$ cat src/design/mm2h_pkg.sv
`timescale 1ns / 1ps
// ----------------------------------------------------------------------------
// mm2h_pkg
// Shared constants and controller/datapath interface types for the
// MurmurHash2 32-bit hash block.
// ----------------------------------------------------------------------------
package mm2h_pkg;

    localparam logic [31:0] MIX_MUL     = 32'h5bd1e995;
    localparam int          MIX_SHIFT   = 24;
    localparam int          AVAL_SHIFT1 = 13;
    localparam int          AVAL_SHIFT2 = 15;

    localparam int WORD_W  = 32;
    localparam int COUNT_W = 3;
    localparam int LEN_W   = 32;
    localparam int S_DATA_W = 72;
    localparam int M_DATA_W = 32;

    typedef enum logic [3:0] {
        S_IDLE,
        S_DISPATCH,
        S_HMUL,
        S_KMUL1,
        S_KMUL2,
        S_KFOLD,
        S_TAIL_MUL,
        S_TAIL_LOAD,
        S_AVAL_MUL,
        S_DONE
    } state_t;

    typedef enum logic [2:0] {
        MUL_HASH,
        MUL_WORD,
        MUL_KSHIFT,
        MUL_TAIL,
        MUL_AVAL
    } mul_op_t;

    typedef enum logic [1:0] {
        H_HOLD,
        H_START,
        H_PROD,
        H_XOR_PROD
    } h_op_t;

    typedef enum logic [1:0] {
        CNT_EMPTY,
        CNT_PART,
        CNT_FULL
    } cnt_class_t;

    typedef struct packed {
        logic    load;
        logic    mul_en;
        mul_op_t mul_op;
        h_op_t   h_op;
        logic    out_load;
    } dp_cmd_t;

    typedef struct packed {
        logic       last;
        cnt_class_t cls;
        logic       out_free;
    } dp_status_t;

endpackage

$ cat src/design/murmur2_hash32.sv
`timescale 1ns / 1ps
// ----------------------------------------------------------------------------
// murmur2_hash32
// Streaming 32-bit MurmurHash2 of a byte message, one word per transfer.
// A transfer is stepped through its states (empty, 1-3 bytes or full word)
// before the next is accepted; the single shared multiplier runs one product a cycle.
// A last transfer adds the avalanche (S_AVAL_MUL, S_DONE) before m_tvalid rises,
// plus any wait while an earlier result is still held.
// Reset: synchronous active-low aresetn clears seed to 0, output valid and
// message state; the next transfer starts a new message.
// ----------------------------------------------------------------------------
module murmur2_hash32 (
    input  logic                          aclk,
    input  logic                          aresetn,
    input  logic                          s_tvalid,
    output logic                          s_tready,
    // data_word[31:0], bytes_valid[34:32], message_length[66:35], zero fill
    input  logic [mm2h_pkg::S_DATA_W-1:0] s_tdata,
    input  logic                          s_tlast,
    output logic                          m_tvalid,
    input  logic                          m_tready,
    // hash_value[31:0]
    output logic [mm2h_pkg::M_DATA_W-1:0] m_tdata,
    input  logic                          cfg_valid,
    output logic                          cfg_ready,
    input  logic [31:0]                   cfg_data
);

    mm2h_pkg::dp_cmd_t    cmd;
    mm2h_pkg::dp_status_t status;

    assign cfg_ready = 1'b1;

    mm2h_ctrl u_ctrl (
        .aclk     (aclk),
        .aresetn  (aresetn),
        .in_valid (s_tvalid),
        .in_ready (s_tready),
        .status   (status),
        .cmd      (cmd)
    );

    mm2h_datapath u_datapath (
        .aclk      (aclk),
        .aresetn   (aresetn),
        .in_data   (s_tdata),
        .in_last   (s_tlast),
        .cfg_valid (cfg_valid),
        .cfg_data  (cfg_data),
        .cmd       (cmd),
        .status    (status),
        .out_valid (m_tvalid),
        .out_ready (m_tready),
        .out_data  (m_tdata)
    );

    a_no_overwrite: assert property (@(posedge aclk) disable iff (!aresetn)
        cmd.out_load |-> (!m_tvalid || m_tready))
        else $error("result register overwritten while pending");

    a_busy_after_accept: assert property (@(posedge aclk) disable iff (!aresetn)
        (s_tvalid && s_tready) |=> !s_tready)
        else $error("input accepted on consecutive cycles");

    a_result_from_load: assert property (@(posedge aclk) disable iff (!aresetn)
        $rose(m_tvalid) |-> $past(cmd.out_load))
        else $error("result valid without a load");

    a_load_in_idle: assert property (@(posedge aclk) disable iff (!aresetn)
        cmd.load |-> !cmd.mul_en && !cmd.out_load)
        else $error("load overlaps datapath activity");

endmodule

$ cat src/design/mm2h_ctrl.sv
`timescale 1ns / 1ps
// ----------------------------------------------------------------------------
// mm2h_ctrl
// Sequencer for the hash datapath: steps each non-empty word through the shared
// multiplier and runs the final avalanche on the last transfer.
// ----------------------------------------------------------------------------
module mm2h_ctrl (
    input  logic                 aclk,
    input  logic                 aresetn,
    input  logic                 in_valid,
    output logic                 in_ready,
    input  mm2h_pkg::dp_status_t status,
    output mm2h_pkg::dp_cmd_t    cmd
);

    mm2h_pkg::state_t state_reg;
    mm2h_pkg::state_t state_next;

    always_ff @(posedge aclk) begin
        if (!aresetn) begin
            state_reg <= mm2h_pkg::S_IDLE;
        end else begin
            state_reg <= state_next;
        end
    end

    always_comb begin
        state_next = state_reg;
        unique case (state_reg)
            mm2h_pkg::S_IDLE: begin
                if (in_valid) begin
                    state_next = mm2h_pkg::S_DISPATCH;
                end
            end
            mm2h_pkg::S_DISPATCH: begin
                unique case (status.cls)
                    mm2h_pkg::CNT_FULL: state_next = mm2h_pkg::S_HMUL;
                    mm2h_pkg::CNT_PART: state_next = mm2h_pkg::S_TAIL_MUL;
                    default: begin
                        state_next = status.last ? mm2h_pkg::S_AVAL_MUL : mm2h_pkg::S_IDLE;
                    end
                endcase
            end
            mm2h_pkg::S_HMUL:      state_next = mm2h_pkg::S_KMUL1;
            mm2h_pkg::S_KMUL1:     state_next = mm2h_pkg::S_KMUL2;
            mm2h_pkg::S_KMUL2:     state_next = mm2h_pkg::S_KFOLD;
            mm2h_pkg::S_KFOLD: begin
                state_next = status.last ? mm2h_pkg::S_AVAL_MUL : mm2h_pkg::S_IDLE;
            end
            mm2h_pkg::S_TAIL_MUL:  state_next = mm2h_pkg::S_TAIL_LOAD;
            mm2h_pkg::S_TAIL_LOAD: begin
                state_next = status.last ? mm2h_pkg::S_AVAL_MUL : mm2h_pkg::S_IDLE;
            end
            mm2h_pkg::S_AVAL_MUL:  state_next = mm2h_pkg::S_DONE;
            mm2h_pkg::S_DONE: begin
                if (status.out_free) begin
                    state_next = mm2h_pkg::S_IDLE;
                end
            end
            default:               state_next = mm2h_pkg::S_IDLE;
        endcase
    end

    always_comb begin
        cmd          = '0;
        cmd.mul_op   = mm2h_pkg::MUL_HASH;
        cmd.h_op     = mm2h_pkg::H_HOLD;
        in_ready     = 1'b0;
        unique case (state_reg)
            mm2h_pkg::S_IDLE: begin
                in_ready = 1'b1;
                if (in_valid) begin
                    cmd.load = 1'b1;
                    cmd.h_op = mm2h_pkg::H_START;
                end
            end
            mm2h_pkg::S_HMUL: begin
                cmd.mul_en = 1'b1;
                cmd.mul_op = mm2h_pkg::MUL_HASH;
            end
            mm2h_pkg::S_KMUL1: begin
                cmd.mul_en = 1'b1;
                cmd.mul_op = mm2h_pkg::MUL_WORD;
                cmd.h_op   = mm2h_pkg::H_PROD;
            end
            mm2h_pkg::S_KMUL2: begin
                cmd.mul_en = 1'b1;
                cmd.mul_op = mm2h_pkg::MUL_KSHIFT;
            end
            mm2h_pkg::S_KFOLD: begin
                cmd.h_op = mm2h_pkg::H_XOR_PROD;
            end
            mm2h_pkg::S_TAIL_MUL: begin
                cmd.mul_en = 1'b1;
                cmd.mul_op = mm2h_pkg::MUL_TAIL;
            end
            mm2h_pkg::S_TAIL_LOAD: begin
                cmd.h_op = mm2h_pkg::H_PROD;
            end
            mm2h_pkg::S_AVAL_MUL: begin
                cmd.mul_en = 1'b1;
                cmd.mul_op = mm2h_pkg::MUL_AVAL;
            end
            mm2h_pkg::S_DONE: begin
                cmd.out_load = status.out_free;
            end
            default: begin
                in_ready = 1'b0;
            end
        endcase
    end

endmodule

$ cat src/design/mm2h_datapath.sv
`timescale 1ns / 1ps
// ----------------------------------------------------------------------------
// mm2h_datapath
// Hash state, seed register, shared 32x32 multiplier with registered
// product, and the result output register.
// ----------------------------------------------------------------------------
module mm2h_datapath (
    input  logic                          aclk,
    input  logic                          aresetn,
    input  logic [mm2h_pkg::S_DATA_W-1:0] in_data,
    input  logic                          in_last,
    input  logic                          cfg_valid,
    input  logic [31:0]                   cfg_data,
    input  mm2h_pkg::dp_cmd_t             cmd,
    output mm2h_pkg::dp_status_t          status,
    output logic                          out_valid,
    input  logic                          out_ready,
    output logic [mm2h_pkg::M_DATA_W-1:0] out_data
);

    logic [mm2h_pkg::WORD_W-1:0]  in_word;
    logic [mm2h_pkg::COUNT_W-1:0] in_count;
    logic [mm2h_pkg::LEN_W-1:0]   in_len;

    logic [31:0]          seed_reg;
    logic                 inside_reg;
    logic [31:0]          h_reg;
    logic [31:0]          h_next;
    logic [31:0]          word_reg;
    logic [1:0]           tail_cnt_reg;
    mm2h_pkg::cnt_class_t cls_reg;
    mm2h_pkg::cnt_class_t cls_next;
    logic                 last_reg;
    logic [31:0]          prod_reg;
    logic [31:0]          prod_next;
    logic [31:0]          mul_a;
    logic [31:0]          tail_mask;
    logic [31:0]          h_aval;
    logic                 out_valid_reg;
    logic [31:0]          out_data_reg;

    assign in_word  = in_data[31:0];
    assign in_count = in_data[34:32];
    assign in_len   = in_data[66:35];

    always_comb begin
        if (in_count == 3'd0) begin
            cls_next = mm2h_pkg::CNT_EMPTY;
        end else if (in_count[2]) begin
            cls_next = mm2h_pkg::CNT_FULL;
        end else begin
            cls_next = mm2h_pkg::CNT_PART;
        end
    end

    always_comb begin
        case (tail_cnt_reg)
            2'd3:    tail_mask = 32'h00ff_ffff;
            2'd2:    tail_mask = 32'h0000_ffff;
            default: tail_mask = 32'h0000_00ff;
        endcase
    end

    assign h_aval = h_reg ^ (h_reg >> mm2h_pkg::AVAL_SHIFT1);

    always_comb begin
        case (cmd.mul_op)
            mm2h_pkg::MUL_HASH:   mul_a = h_reg;
            mm2h_pkg::MUL_WORD:   mul_a = word_reg;
            mm2h_pkg::MUL_KSHIFT: mul_a = prod_reg ^ (prod_reg >> mm2h_pkg::MIX_SHIFT);
            mm2h_pkg::MUL_TAIL:   mul_a = h_reg ^ (word_reg & tail_mask);
            mm2h_pkg::MUL_AVAL:   mul_a = h_aval;
            default:              mul_a = h_reg;
        endcase
    end

    assign prod_next = mul_a * mm2h_pkg::MIX_MUL;

    always_comb begin
        case (cmd.h_op)
            mm2h_pkg::H_START:    h_next = inside_reg ? h_reg : (seed_reg ^ in_len);
            mm2h_pkg::H_PROD:     h_next = prod_reg;
            mm2h_pkg::H_XOR_PROD: h_next = h_reg ^ prod_reg;
            default:              h_next = h_reg;
        endcase
    end

    always_ff @(posedge aclk) begin
        if (!aresetn) begin
            seed_reg      <= '0;
            inside_reg    <= 1'b0;
            out_valid_reg <= 1'b0;
        end else begin
            if (cfg_valid) begin
                seed_reg <= cfg_data;
            end
            if (cmd.load) begin
                inside_reg <= ~in_last;
            end
            if (cmd.out_load) begin
                out_valid_reg <= 1'b1;
            end else if (out_ready) begin
                out_valid_reg <= 1'b0;
            end
        end
    end

    always_ff @(posedge aclk) begin
        h_reg <= h_next;
        if (cmd.load) begin
            word_reg     <= in_word;
            tail_cnt_reg <= in_count[1:0];
            cls_reg      <= cls_next;
            last_reg     <= in_last;
        end
        if (cmd.mul_en) begin
            prod_reg <= prod_next;
        end
        if (cmd.out_load) begin
            out_data_reg <= prod_reg ^ (prod_reg >> mm2h_pkg::AVAL_SHIFT2);
        end
    end

    assign status.last     = last_reg;
    assign status.cls      = cls_reg;
    assign status.out_free = ~out_valid_reg | out_ready;

    assign out_valid = out_valid_reg;
    assign out_data  = out_data_reg;

endmodule
$ cat config.mk
export PLATFORM = sky130hd
export DESIGN_NAME = murmur2_hash32
export DESIGN_NICKNAME = d
export VERILOG_FILES = /design/src/design/mm2h_pkg.sv /design/src/design/murmur2_hash32.sv /design/src/design/mm2h_ctrl.sv /design/src/design/mm2h_datapath.sv
export SDC_FILE = /design/constraint.sdc
export NUM_CORES = 1
export LEC_CHECK = 0
export BUFFER_PORTS_ARGS = -buffer_cell sky130_fd_sc_hd__buf_4
export CAP_MARGIN = 20
export CORE_MARGIN = 1.5
export CORE_UTILIZATION = 55
export CTS_BUF_LIST = sky130_fd_sc_hd__clkbuf_4 sky130_fd_sc_hd__clkbuf_8
export DETAILED_ROUTE_END_ITERATION = 7
export GPL_TIMING_DRIVEN = 1
export MAX_ROUTING_LAYER = met4
export PLACE_DENSITY_LB_ADDON = 0.25
export SYNTH_ARGS = -nofsm -noshare
export SYNTH_HDL_FRONTEND = slang
export SYNTH_SLANG_ARGS = --single-unit
$ cat constraint.sdc
create_clock -name aclk -period 11.7 [get_ports aclk]
set_input_delay 0.585 -clock aclk [delete_from_list [all_inputs] [get_ports aclk]]
set_output_delay 0.585 -clock aclk [all_outputs]
set_load 0.02 [all_outputs]
-- After elaboration in Yosys (flattened, before gate mapping)
Index checks and enable logic that the tools add are counted.
- register bits: 171
- input port bits: 110
- output and inout bits: 35
- logic and storage cells: 72
- $mul: 1
- equality and inequality tests: 23
- multiplexer cells: 19
- bitwise logic cells: 10
- reductions and logical operators: 8
- operator list (cell ; number):
    one-hot mux 32 bit (4 select lines) ; 1
    one-hot mux 32 bit (3 select lines) ; 1
    XOR 32 bit ; 3
    one-hot mux 24 bit (2 select lines) ; 1
    one-hot mux 4 bit (9 select lines) ; 1
    AND 32 x 24 -> 32 bit ; 1
    multiplier 32 x 31 -> 32 bit (second input constant) ; 1
    two-way mux 32 bit ; 1
    XOR 32 x 17 -> 32 bit ; 1
    XOR 32 x 19 -> 32 bit ; 1
    XOR 32 x 8 -> 32 bit ; 1
    one-hot mux 4 bit (5 select lines) ; 1
    == test 4 x 3 -> 1 bit (second input constant) ; 4
    two-way mux 4 bit ; 3
    == test 2 bit (second input constant) ; 5
    == test 4 x 2 -> 1 bit (second input constant) ; 2
    == test 4 bit (second input constant) ; 2
    one-hot mux 4 bit (2 select lines) ; 1
    two-way mux 1 bit ; 7
    == test 3 x 2 -> 1 bit (second input constant) ; 2
    one-hot mux 2 bit (3 select lines) ; 1
    == test 2 x 1 -> 1 bit (second input constant) ; 2
    == test 4 x 1 -> 1 bit (second input constant) ; 1
    logical NOT 4 bit ; 1
    other kinds (12) ; 16

-- Depth between registers and ports, before layout
Gate-level depths: netlist of run 1.
- depth after elaboration: 6
- gate-level depth with buffers: 33
- mapped depth without buffers: 30

-- By module
From an unflattened synthesis of run 1, not the netlist that was laid out.
- cells, all modules: 1637
- area, all modules: 17006.3 sq um
- by module, submodules not included (module ; times used ; cells each ; area an instance (sq um) ; seq. area each (sq um)):
    mm2h_datapath ; 1 ; 1592 ; 16669.7 ; 4674.5
    mm2h_ctrl ; 1 ; 43 ; 325.3 ; 80.1
    murmur2_hash32 ; 1 ; 2 ; 11.3 ; 0.0

-- Least setup slack after synthesis of run 1
OpenSTA, ideal clock, no wires.
- kind: reg2reg
- from: register u_ctrl.state_reg[1]
- to: register u_datapath.prod_reg[31], data pin
- setup time: 0.269 ns
- data arrival time: 7.944 ns
- data required time: 11.431 ns
- setup slack: 3.487 ns
- stages on the path, launching flop included: 30
- buffers on the path: 3
- period minus slack after synthesis: 8.213 ns
- cell sequence: dfxtp_1 buf_2 and4bb_4 a21oi_1 clkbuf_1 buf_1 a21oi_1 o21ai_0 inv_1 fa_1 inv_1 ha_1 inv_1 fa_1 inv_1 fa_1 fa_1 fa_1 fa_1 inv_1 fa_1 inv_1 ha_1 nand2_1 nand2_1 a21o_1 a221o_1 a21o_1 a31oi_1 xor3_1
- cells in the longest elaborated chain, start to end: 5
- elaborated cells between the ends (all ways): 12
- classes of those cells: mul (1); eq/ne (9); mux (2)
- RTL lines (element ; line ; source):
    start: declaration ; mm2h_ctrl.sv:16 ; mm2h_pkg::state_t state_reg;
    start signal: assignment ; mm2h_ctrl.sv:21 ; state_reg <= mm2h_pkg::S_IDLE;
    start signal: assignment ; mm2h_ctrl.sv:23 ; state_reg <= state_next;
    == test 4 bit, or another cell as far along ; mm2h_ctrl.sv:69 ; unique case (state_reg)
    one-hot mux 4 bit (5 select lines) * ; mm2h_ctrl.sv:69 ;
    == test 3 bit, or another cell as far along ; mm2h_datapath.sv:67 ; case (cmd.mul_op)
    one-hot mux 32 bit (4 select lines) * ; mm2h_datapath.sv:67 ;
    multiplier 32 x 31 -> 32 bit * ; mm2h_datapath.sv:77 ; assign prod_next = mul_a * mm2h_pkg::MIX_MUL;
    via u_datapath.prod_next[31] ; mm2h_datapath.sv:35 ; logic [31:0] prod_next;
    end signal: assignment ; mm2h_datapath.sv:117 ; prod_reg <= prod_next;
    end: declaration ; mm2h_datapath.sv:34 ; logic [31:0] prod_reg;
Mark *: on every way through the listed nets, which the timed path passes. The rest lies on a longest branch.
A chain may end at the register's enable or synchronous reset.

-- Worst setup path after layout of run 1
- from: register u_ctrl.state_reg[3]
- to: register u_datapath.prod_reg[30], data pin
Same word-level chain as after synthesis.

==> summary.txt, run 1 <==
Cells and area
  • Number of filler instances in the final layout: between 2k and 3k
  • Register area: 4750 sq um
  • Layout Area Growth over Synthesis: 11.0%
  • Fin nets: 2273
  • Fraction of layout cells with a size suffix above 1: 0.108
  • Ant. Diodes: 0
  • Combined area of the multi-input logic cells: 10600 sq um

Placed design
  • Number of port buffers: 138
  • Post-DP HPWL: 34200 um
  • Global placement routability congestion: 0.925

CTS
  • Sinks on the clock net: 171
  • Clk Latency, worst-skew pair: 0.49 ns
  • Clock tree from TritonCTS: built
  • Clock slew seen by the registers of the worst setup and hold paths: 0.10 ns
  • Cell at the root of the clock tree: clkbuf_8
  • Hold buffers post-CTS: 0
  • Setup fix buffers added after clock tree synthesis: 0
  • Post-cts resize count: 0
  • Num CTS Buffers: 17
  • H-Tree Level Count: 4
  • Number of buffers on the longest clock path: 2

Worst setup path
  • Cell with the biggest individual delay on the critical path: a221oi_1
  • Required @ worst endpoint: 11.93 ns
  • Worst Setup End Kind: register
  • Cell type with the highest occurrence count on the critical path: inv_1
  • End of the worst register-to-register path: u_datapath.prod_reg[30]
  • Maximum single-stage delay on the critical path: 0.81 ns
  • Arrival time at the worst endpoint: 10.02 ns
  • R2r setup slk: 1.91 ns
  • Origin of the critical flop-to-flop path: u_ctrl.state_reg[3]
  • Launching element type of the critical path: register
  • Max Fanout on Critical Path: 33
  • Dominant delay contributor by cell family on the critical path: adder cells
  • Crit path buf inv count: 8
  • Type of the worst setup path: reg -> reg
  • Number of cells on the worst reg-to-reg path: 30

STA
  • Shortest clock period the worst path allows after layout: roughly 9.8 ns
  • Period Utilization, post-route: 0.837
  • Setup Skew: 0.0194 ns
  • Unrepaired setup endpoints after global routing: no
  • Normalized max-slew margin: 0.314
  • Slew at the pin closest to its max-slew limit: 1.03 ns
  • Fmax: 102 MHz
  • Setup Viol. Count Final: 0
  • Final hold viol count: 0
  • Total Negative Setup Slacks: 0 ns
  • Hold slack final: roughly 0.26 ns
  • Number of max-slew violations in the final report: 0

Global routing
  • First-pass GRT wire length: 67300 um
  • Number of antenna violations at the first check in global routing: 0
  • Grt total ovfl: 0
  • Vias in the first global route: ~12k
  • Largest net degree at the start of global routing: 51
  • Total GRT Usage: 0.292

Route
  • First drt pass iteration count: 6
  • Average detailed-routed wire length per instance: 19.6 um
  • Final routed DRC violation total: 0
  • Routed via count divided by cell count: 5.47
  • Total via count after detailed routing: 11.9k
  • Top layer reached by signal wires: met4
  • Detailed-route wire length: 42600 um
  • Wire length the detailed router placed on met1: 18200 um
  • Post-DRT Antenna Nets: 0
  • Met3 layer wire length in the routed design: 3680 um
  • Wire length on met2: 19800 um
  • Violation count after the first detailed-routing iteration: 1086

Floorplanning
  • Overall die width: 178 um
  • # rows: 64
  • Total Die Area: approximately 32000 sq um
  • Area of the placeable core: 30400 sq um
  • Y dimension of the die: 178 um
  • Starting utilization of the core area: 0.556
  • Ports placed on the boundary: 145

Synthesis
  • Portion of netlist area occupied by mux cells: 0.0189
  • Xor and xnor fraction of the mapped netlist area: 0.0783
  • Synth Area in Compound Gates: 0.0872
  • Area share of and/or/nand/nor cells after synthesis: 0.0676
  • Synth warn: 0
  • Top cells by area in the synthesized netlist: edfxtp_1, fa_1, ha_1, inv_1, xor2_1
  • Per-instance average area after synthesis: around 10 sq um
  • Top cell type's share of synthesized area: 0.236
  • Most used flip-flop cell after synthesis: edfxtp_1
  • Mapped Cells: 1641
  • Post-synth EDFFs: 133
  • Share of synthesized registers carrying an async set or reset: 0
  • Area share of fa/ha/maj cells after synthesis: 0.371
  • Main combinational cell family by area after synthesis: adder cells
  • Register area share after synthesis: 0.281
  • Yosys top cell by area: edfxtp_1
  • Combined area of all synthesized cells: 16900 sq um
  • Number of synthesized register bits: 171
  • Post-synthesis net count: 2146
  • Post-synth cell types: 64

Job
  • Max-cap violations: 0

Min path
  • Hold_sp: s_tdata[9]
  • Hold Path Cell Cnt: 1
  • Min-Delay Endpoint: u_datapath.word_reg[9]
  • Worst min path class: in -> reg

Status
  • Status: complete, no violations
## through the flow
stage	worst slack [ns]	utilization	std cells	cell area (sq um)
2_1_floorplan	3.49	-	1641	16900
3_3_place_gp	2.03	0.604	2144	18400
3_5_place_dp	1.89	0.604	2144	18400
4_1_cts	1.83	0.617	2176	18800
5_1_grt	1.19	0.617	2177	18800
6_report	1.91	0.617	2177	18800
## worst max path at each step
stage,from,slack (ns),endpoint,cells after the start
after floorplan,u_ctrl.state_reg[1],3.49,u_datapath.prod_reg[31],29
after global placement,u_ctrl.state_reg[0],2.03,u_datapath.prod_reg[31],26
after detailed placement,u_ctrl.state_reg[0],1.89,u_datapath.prod_reg[26],27
after CTS,u_ctrl.state_reg[0],1.83,u_datapath.prod_reg[26],27
after global routing,u_ctrl.state_reg[3],1.19,u_datapath.prod_reg[26],30
final,u_ctrl.state_reg[3],1.91,u_datapath.prod_reg[30],30
## Yosys cell counts (2+ instances only)
cell type	number
nor3b_1	2
buf_4	3
nor2b_1	34
nor2_1	61
o21ai_0	34
and3_1	3
a211oi_1	9
xor2_1	101
o21a_1	4
buf_2	3
buf_1	5
a222oi_1	2
or4_1	2
inv_1	382
mux2i_1	32
a221o_1	8
dfxtp_1	38
fa_1	179
a21o_1	22
a211o_1	6
nor3_1	6
o221ai_1	3
o22ai_1	3
ha_1	216
a41oi_1	2
nor4b_4	2
a221oi_1	10
a21boi_0	4
nand3_1	14
a31oi_1	2
nand2_1	98
edfxtp_1	133
nand2b_1	7
a21oi_1	94
a22o_1	9
a22oi_1	6
xnor2_1	45
and2_1	3
clkbuf_1	29
## layer usage
| layer | global-route usage | vias to the layer above |
|---|---|---|
| li1 | - | 5548 |
| met1 | 0.387 | 5816 |
| met2 | 0.457 | 479 |
| met3 | 0.0614 | 61 |
| met4 | 0.0788 | 0 |
| met5 | - | - |
## cell usage in the layout, fill, tap and decap left out, types with 3 or more instances in the layout
cell type and count:
buf_4 149, edfxtp_1 133, nor2b_1 33, o21ai_0 34, clkbuf_8 17, clkinv_4 3
a221oi_1 10, nor2_1 61, o21a_1 4, a221o_1 8, xnor2_1 45, a21o_1 22
dfxtp_1 38, nand2_1 98, inv_1 382, a211oi_1 9, a211o_1 6, and2_1 3
nand2b_1 7, mux2i_1 32, nand3_1 14, a21boi_0 4, clkinv_2 3, o221ai_1 3
fa_1 179, a22oi_1 6, a22o_1 9, o22ai_1 3, inv_6 5, xor2_1 101
nor3_1 4, ha_1 216, a21oi_1 94
## logic make-up after synthesis
group	count (synthesis)
AOI/OAI and AO/OA	229
xor gates and xnor gates	148
adders and majority gates	395
buffers and inverters	425
DFF	171
muxes	32
other	1
and+or+nand+nor	240
## area by class of cell
cell class	count	area share
Timing Repair Buffer	150	0.0599
Multi-Input combinational cell	1045	0.563
Inverter	383	0.0765
Clock inverter	15	0.00872
Sequential cell	171	0.253
Tap cell	396	0.0264
Clock buffer	17	0.0125
Power of run 1 is left out: the tool's default activity adds up to more than one toggle a clock period on the data nets, which glitch-free logic cannot reach.
==> inputs of run 2 (changes only) <==
- clock period: 11.7 -> 10 ns (I/O delays scaled with it)
==> run 2 against run 1 <==
Sequential share of layout area shrank 0.11 points. Critical endpoint is now u_datapath.prod_reg[31]. Register-to-register slack lost 1.2 ns. Non-clock buffer count grew 15. Highest routed layer unchanged.
==> summary.txt, run 2 (synthesis results as in run 1) <==
Floorplanning
  • Y dimension of the die: 178 um
  • Total Die Area: 31800 sq um
  • Area of the placeable core: 30400 sq um
  • Overall die width: 178 um
  • Ports placed on the boundary: 145
  • # rows: 64
  • Starting utilization of the core area: 0.556

Cells and area
  • Register area: 4750 sq um
  • Number of filler instances in the final layout: 2541
  • Most frequent cells in the layout: inv_1, ha_1, fa_1
  • Non-filler instance count after layout: 2191
  • Combined area of the multi-input logic cells: 10600 sq um
  • Post-layout utilization of the core: 0.620
  • Layout Area Growth over Synthesis: 11.4%
  • Fin nets: 2288
  • Fraction of layout cells with a size suffix above 1: 0.114
  • Ant. Diodes: 0
  • Most common cell after layout, fill and taps aside: inv_1

Worst setup path
  • Arrival time at the worst endpoint: about 9.6 ns
  • Worst Setup End Kind: register
  • Number of cells on the worst reg-to-reg path: 25
  • Cell type with the highest occurrence count on the critical path: fa_1
  • End of the worst register-to-register path: u_datapath.prod_reg[31]
  • R2r setup slk: 0.68 ns
  • Cell with the biggest individual delay on the critical path: nor4b_4
  • Maximum single-stage delay on the critical path: 0.91 ns
  • Startpoint of the most critical setup path: u_ctrl.state_reg[3]
  • Max Fanout on Critical Path: 16
  • Launching element type of the critical path: register
  • Origin of the critical flop-to-flop path: u_ctrl.state_reg[3]
  • Required @ worst endpoint: between 10 and 15 ns
  • Type of the worst setup path: reg -> reg

Placed design
  • Global placement routability congestion: 0.965
  • Post-DP HPWL: 35600 um
  • Number of port buffers: 138
  • # placed instances: 2160

Route
  • Average detailed-routed wire length per instance: 20.0 um
  • Total via count after detailed routing: approximately 12k
  • Detailed-route wire length: 43800 um
  • First drt pass iteration count: 5
  • Final routed DRC violation total: 0
  • Post-DRT Antenna Nets: 0
  • Violation count after the first detailed-routing iteration: just under 1k
  • Routed via count divided by cell count: 5.45

STA
  • Number of max-slew violations in the final report: 0
  • Period Utilization, post-route: 0.932
  • Fmax: 107 MHz
  • Shortest clock period the worst path allows after layout: slightly above 9 ns
  • Hold slack final: 0.191 ns
  • Setup Viol. Count Final: 0
  • Unrepaired setup endpoints after global routing: no
  • Slew at the pin closest to its max-slew limit: 1.03 ns
  • Normalized max-slew margin: 0.311
  • Final hold viol count: 0
  • Total Negative Setup Slacks: 0 ns
  • Setup Skew: 0.00877 ns

Job
  • Max-cap violations: 0

Min path
  • Worst min path class: in -> reg
  • Hold Path Cell Cnt: 1
  • Hold_sp: s_tdata[9]
  • Min-Delay Endpoint: u_datapath.word_reg[9]

CTS
  • H-Tree Level Count: 4
  • Clock slew seen by the registers of the worst setup and hold paths: approximately 0.090 ns
  • Num CTS Buffers: 17
  • Clk Latency, worst-skew pair: roughly 0.48 ns
  • Number of buffers on the longest clock path: 2
  • Cell at the root of the clock tree: clkbuf_8
  • Sinks on the clock net: 171
  • Setup fix buffers added after clock tree synthesis: 0
  • Hold buffers post-CTS: 0
  • Clock tree from TritonCTS: built
  • Post-cts resize count: 0

Global routing
  • Total GRT Usage: 0.303
  • Largest net degree at the start of global routing: 66
  • Number of antenna violations at the first check in global routing: 0
  • First-pass GRT wire length: between 60000 and 70000 um
  • Grt total ovfl: 0
  • Vias in the first global route: 12.3k

Status
  • Status: complete, no violations
run 2: cell count changes in the layout (fill, tap and decap cells not counted), sizes merged:
| cell | before | now |
|---|---|---|
| buf | 149 | 165 |
| inv | 388 | 382 |
| clkbuf | 18 | 20 |
| clkinv | 7 | 9 |
| bufinv | 2 | 1 |
| clkinvlp | 1 | 2 |
run 2: worst max-delay path, delay by kind of cell, from the launching register on:
kind                       cells  cell delay, ns
AOI/OAI and AO/OA              6            1.59
xor gates and xnor gates       1            0.44
adders and majority gates      9            4.49
buffers and inverters          6            0.67
DFF                            1            0.63
and+or+nand+nor                3            1.22
run 2: worst max path at each step:
stage | to | cells past startpoint
6_report | u_datapath.prod_reg[31] | 25
3_5_place_dp | u_datapath.prod_reg[31] | 25
5_1_grt | u_datapath.prod_reg[26] | 32
4_1_cts | u_datapath.prod_reg[31] | 25
3_3_place_gp | u_datapath.prod_reg[31] | 31
2_1_floorplan | u_datapath.prod_reg[31] | 29
run 2: final cells by class:
type,instances,area share
well taps,396,0.0263
multi-input cells,1045,0.560
flip-flops and latches,171,0.252
clock inverters,11,0.00517
clock buffers,20,0.0143
repair buffers,165,0.0656
inverters,383,0.0762
run 2: metal layers:
metal | vias up | track usage | wire length, um
met5 | - | - | 0
met1 | 5819 | 0.414 | 18900
met3 | 80 | 0.0418 | 3160
met2 | 452 | 0.469 | 20400
li1 | 5580 | - | -
met4 | 0 | 0.0979 | 1260
run 2: per-stage QoR:
stage | setup slack, ns | area, sq um
2_1_floorplan | 1.79 | 16900
3_3_place_gp | 0.900 | 18500
3_5_place_dp | 0.800 | 18500
4_1_cts | 0.787 | 18900
5_1_grt | 0.308 | 18900
6_report | 0.679 | 18900
Power of run 2 is left out for the same reason.
==> inputs of run 3 (changes only) <==
- BUFFER_PORTS_ARGS: -buffer_cell sky130_fd_sc_hd__buf_4 -> not set
- DONT_BUFFER_PORTS: not set -> 1
==> run 3 against run 2 <==
Clock skew grew 0.0084 ns. Die area unchanged. Clock-buffer cell count fell by 2. First-iteration DRC count up 9.1%. Sequential share of layout area up 1.4 points. Non-clock buffer count fell by 130.
==> summary.txt, run 3 (synthesis results as in run 1) <==
Worst setup path
  • Max Fanout on Critical Path: 23
  • Maximum single-stage delay on the critical path: 0.62 ns
  • Type of the worst setup path: reg -> reg
  • Cell count along the critical path: 24
  • Required @ worst endpoint: 10.22 ns
  • Cell breakdown of the critical path: and4bb_4 > a21oi_1 > a21oi_1 > a21oi_1 > a221oi_1 > inv_1 > fa_1 > fa_1 > inv_1 > fa_1 > inv_1 > fa_1 > fa_1 > fa_1 > fa_1 > inv_1 > fa_1 > inv_1 > ha_1 > and4_1 > a221o_1 > a21o_1 > a31oi_1 > xor3_1
  • Cell type with the highest occurrence count on the critical path: fa_1
  • Cell with the biggest individual delay on the critical path: dfxtp_1
  • Number of cells on the worst reg-to-reg path: 24
  • Crit path buf inv count: 5
  • Arrival time at the worst endpoint: approximately 9.5 ns
  • Dominant delay contributor by cell family on the critical path: adder cells
  • Launching element type of the critical path: register
  • Worst Setup End Kind: register

CTS
  • Post-cts resize count: 0
  • Sinks on the clock net: 171
  • Hold buffers post-CTS: 0
  • Clk Latency, worst-skew pair: 0.47 ns
  • Setup fix buffers added after clock tree synthesis: 0
  • H-Tree Level Count: 4
  • Cell at the root of the clock tree: clkbuf_8
  • Clock tree from TritonCTS: built
  • Number of buffers on the longest clock path: 2
  • Clock slew seen by the registers of the worst setup and hold paths: ~0.10 ns
  • Num CTS Buffers: 17

Route
  • Average detailed-routed wire length per instance: 20.8 um
  • Detailed-route wire length: about 43000 um
  • First drt pass iteration count: 7
  • Post-DRT Antenna Nets: 0
  • Routed via count divided by cell count: between 5 and 6
  • Violation count after the first detailed-routing iteration: 1075
  • Total via count after detailed routing: 11.6k
  • Final routed DRC violation total: 0

Floorplanning
  • Starting utilization of the core area: 0.556
  • Total Die Area: ~32000 sq um
  • Overall die width: about 180 um
  • Area of the placeable core: between 30000 and 40000 sq um
  • Ports placed on the boundary: 145
  • # rows: 64
  • Y dimension of the die: 178 um

Job
  • Max-cap violations: 0

STA
  • Unrepaired setup endpoints after global routing: no
  • Shortest clock period the worst path allows after layout: 9.25 ns
  • Slew at the pin closest to its max-slew limit: 1.16 ns
  • Fmax: 108 MHz
  • Setup Skew: between 0.015 and 0.02 ns
  • Final hold viol count: 0
  • Normalized max-slew margin: 0.228
  • Setup Viol. Count Final: 0
  • Period Utilization, post-route: 0.925
  • Total Negative Setup Slacks: 0 ns
  • Number of max-slew violations in the final report: 0

Global routing
  • Vias in the first global route: 12.0k
  • Largest net degree at the start of global routing: 65
  • First-pass GRT wire length: 68000 um
  • Grt total ovfl: 0
  • Number of antenna violations at the first check in global routing: 0
  • Total GRT Usage: 0.297

Min path
  • Worst min path class: in -> reg
  • Hold Path Cell Cnt: 0

Status
  • Status: complete, no violations

Cells and area
  • Most frequent cells in the layout: inv_1, ha_1, fa_1
  • Fin nets: 2158
  • Fraction of layout cells with a size suffix above 1: 0.0462
  • Ant. Diodes: 0
  • Most common cell after layout, fill and taps aside: inv_1
  • Layout Area Growth over Synthesis: 5.78%

Placed design
  • Number of port buffers: 0
  • Global placement routability congestion: 0.945
  • Post-DP HPWL: 34900 um
==> run 3: cell type report <==
cell class / count / area, sq um
Multi-Input combinational cell: 1045 / 10600
Tap cell: 396 / 495
Sequential cell: 171 / 4750
Fill cell: 2612 / 12500
Timing Repair Buffer: 35 / 263
Clock inverter: 14 / 135
Clock buffer: 18 / 248
Inverter: 383 / 1440
==> run 3: per-layer routing <==
metal  routed length (um)  vias up  global-route usage
met1                18500     5714               0.406
met3                 3560       62              0.0475
li1                     -     5329                   -
met2                19800      457               0.457
met4                 1010        0              0.0858
met5                    0        -                   -
==> run 3: stage by stage <==
step	utilization	hold slack, ns	instance area [sq um]	instances	worst slack (ns)
2_1_floorplan	-	0.473	16900	1641	1.79
3_3_place_gp	0.576	0.485	17500	2030	0.915
3_5_place_dp	0.576	0.492	17500	2030	0.837
4_1_cts	0.589	0.0917	17900	2062	0.813
5_1_grt	0.589	0.0930	17900	2062	0.327
6_report	0.589	0.119	17900	2062	0.754
==> run 3: path summary, 6_finish.rpt <==
kind	start	slack [ns]	endpoint
setup reg to reg	u_ctrl.state_reg[0]	0.75	u_datapath.prod_reg[31]
hold reg to reg	u_datapath.inside_reg	0.51	u_datapath.inside_reg
setup / recovery	u_ctrl.state_reg[0]	0.75	u_datapath.prod_reg[31]
hold / removal	s_tdata[29]	0.12	u_datapath.word_reg[29]
Power of run 3 is left out for the same reason.
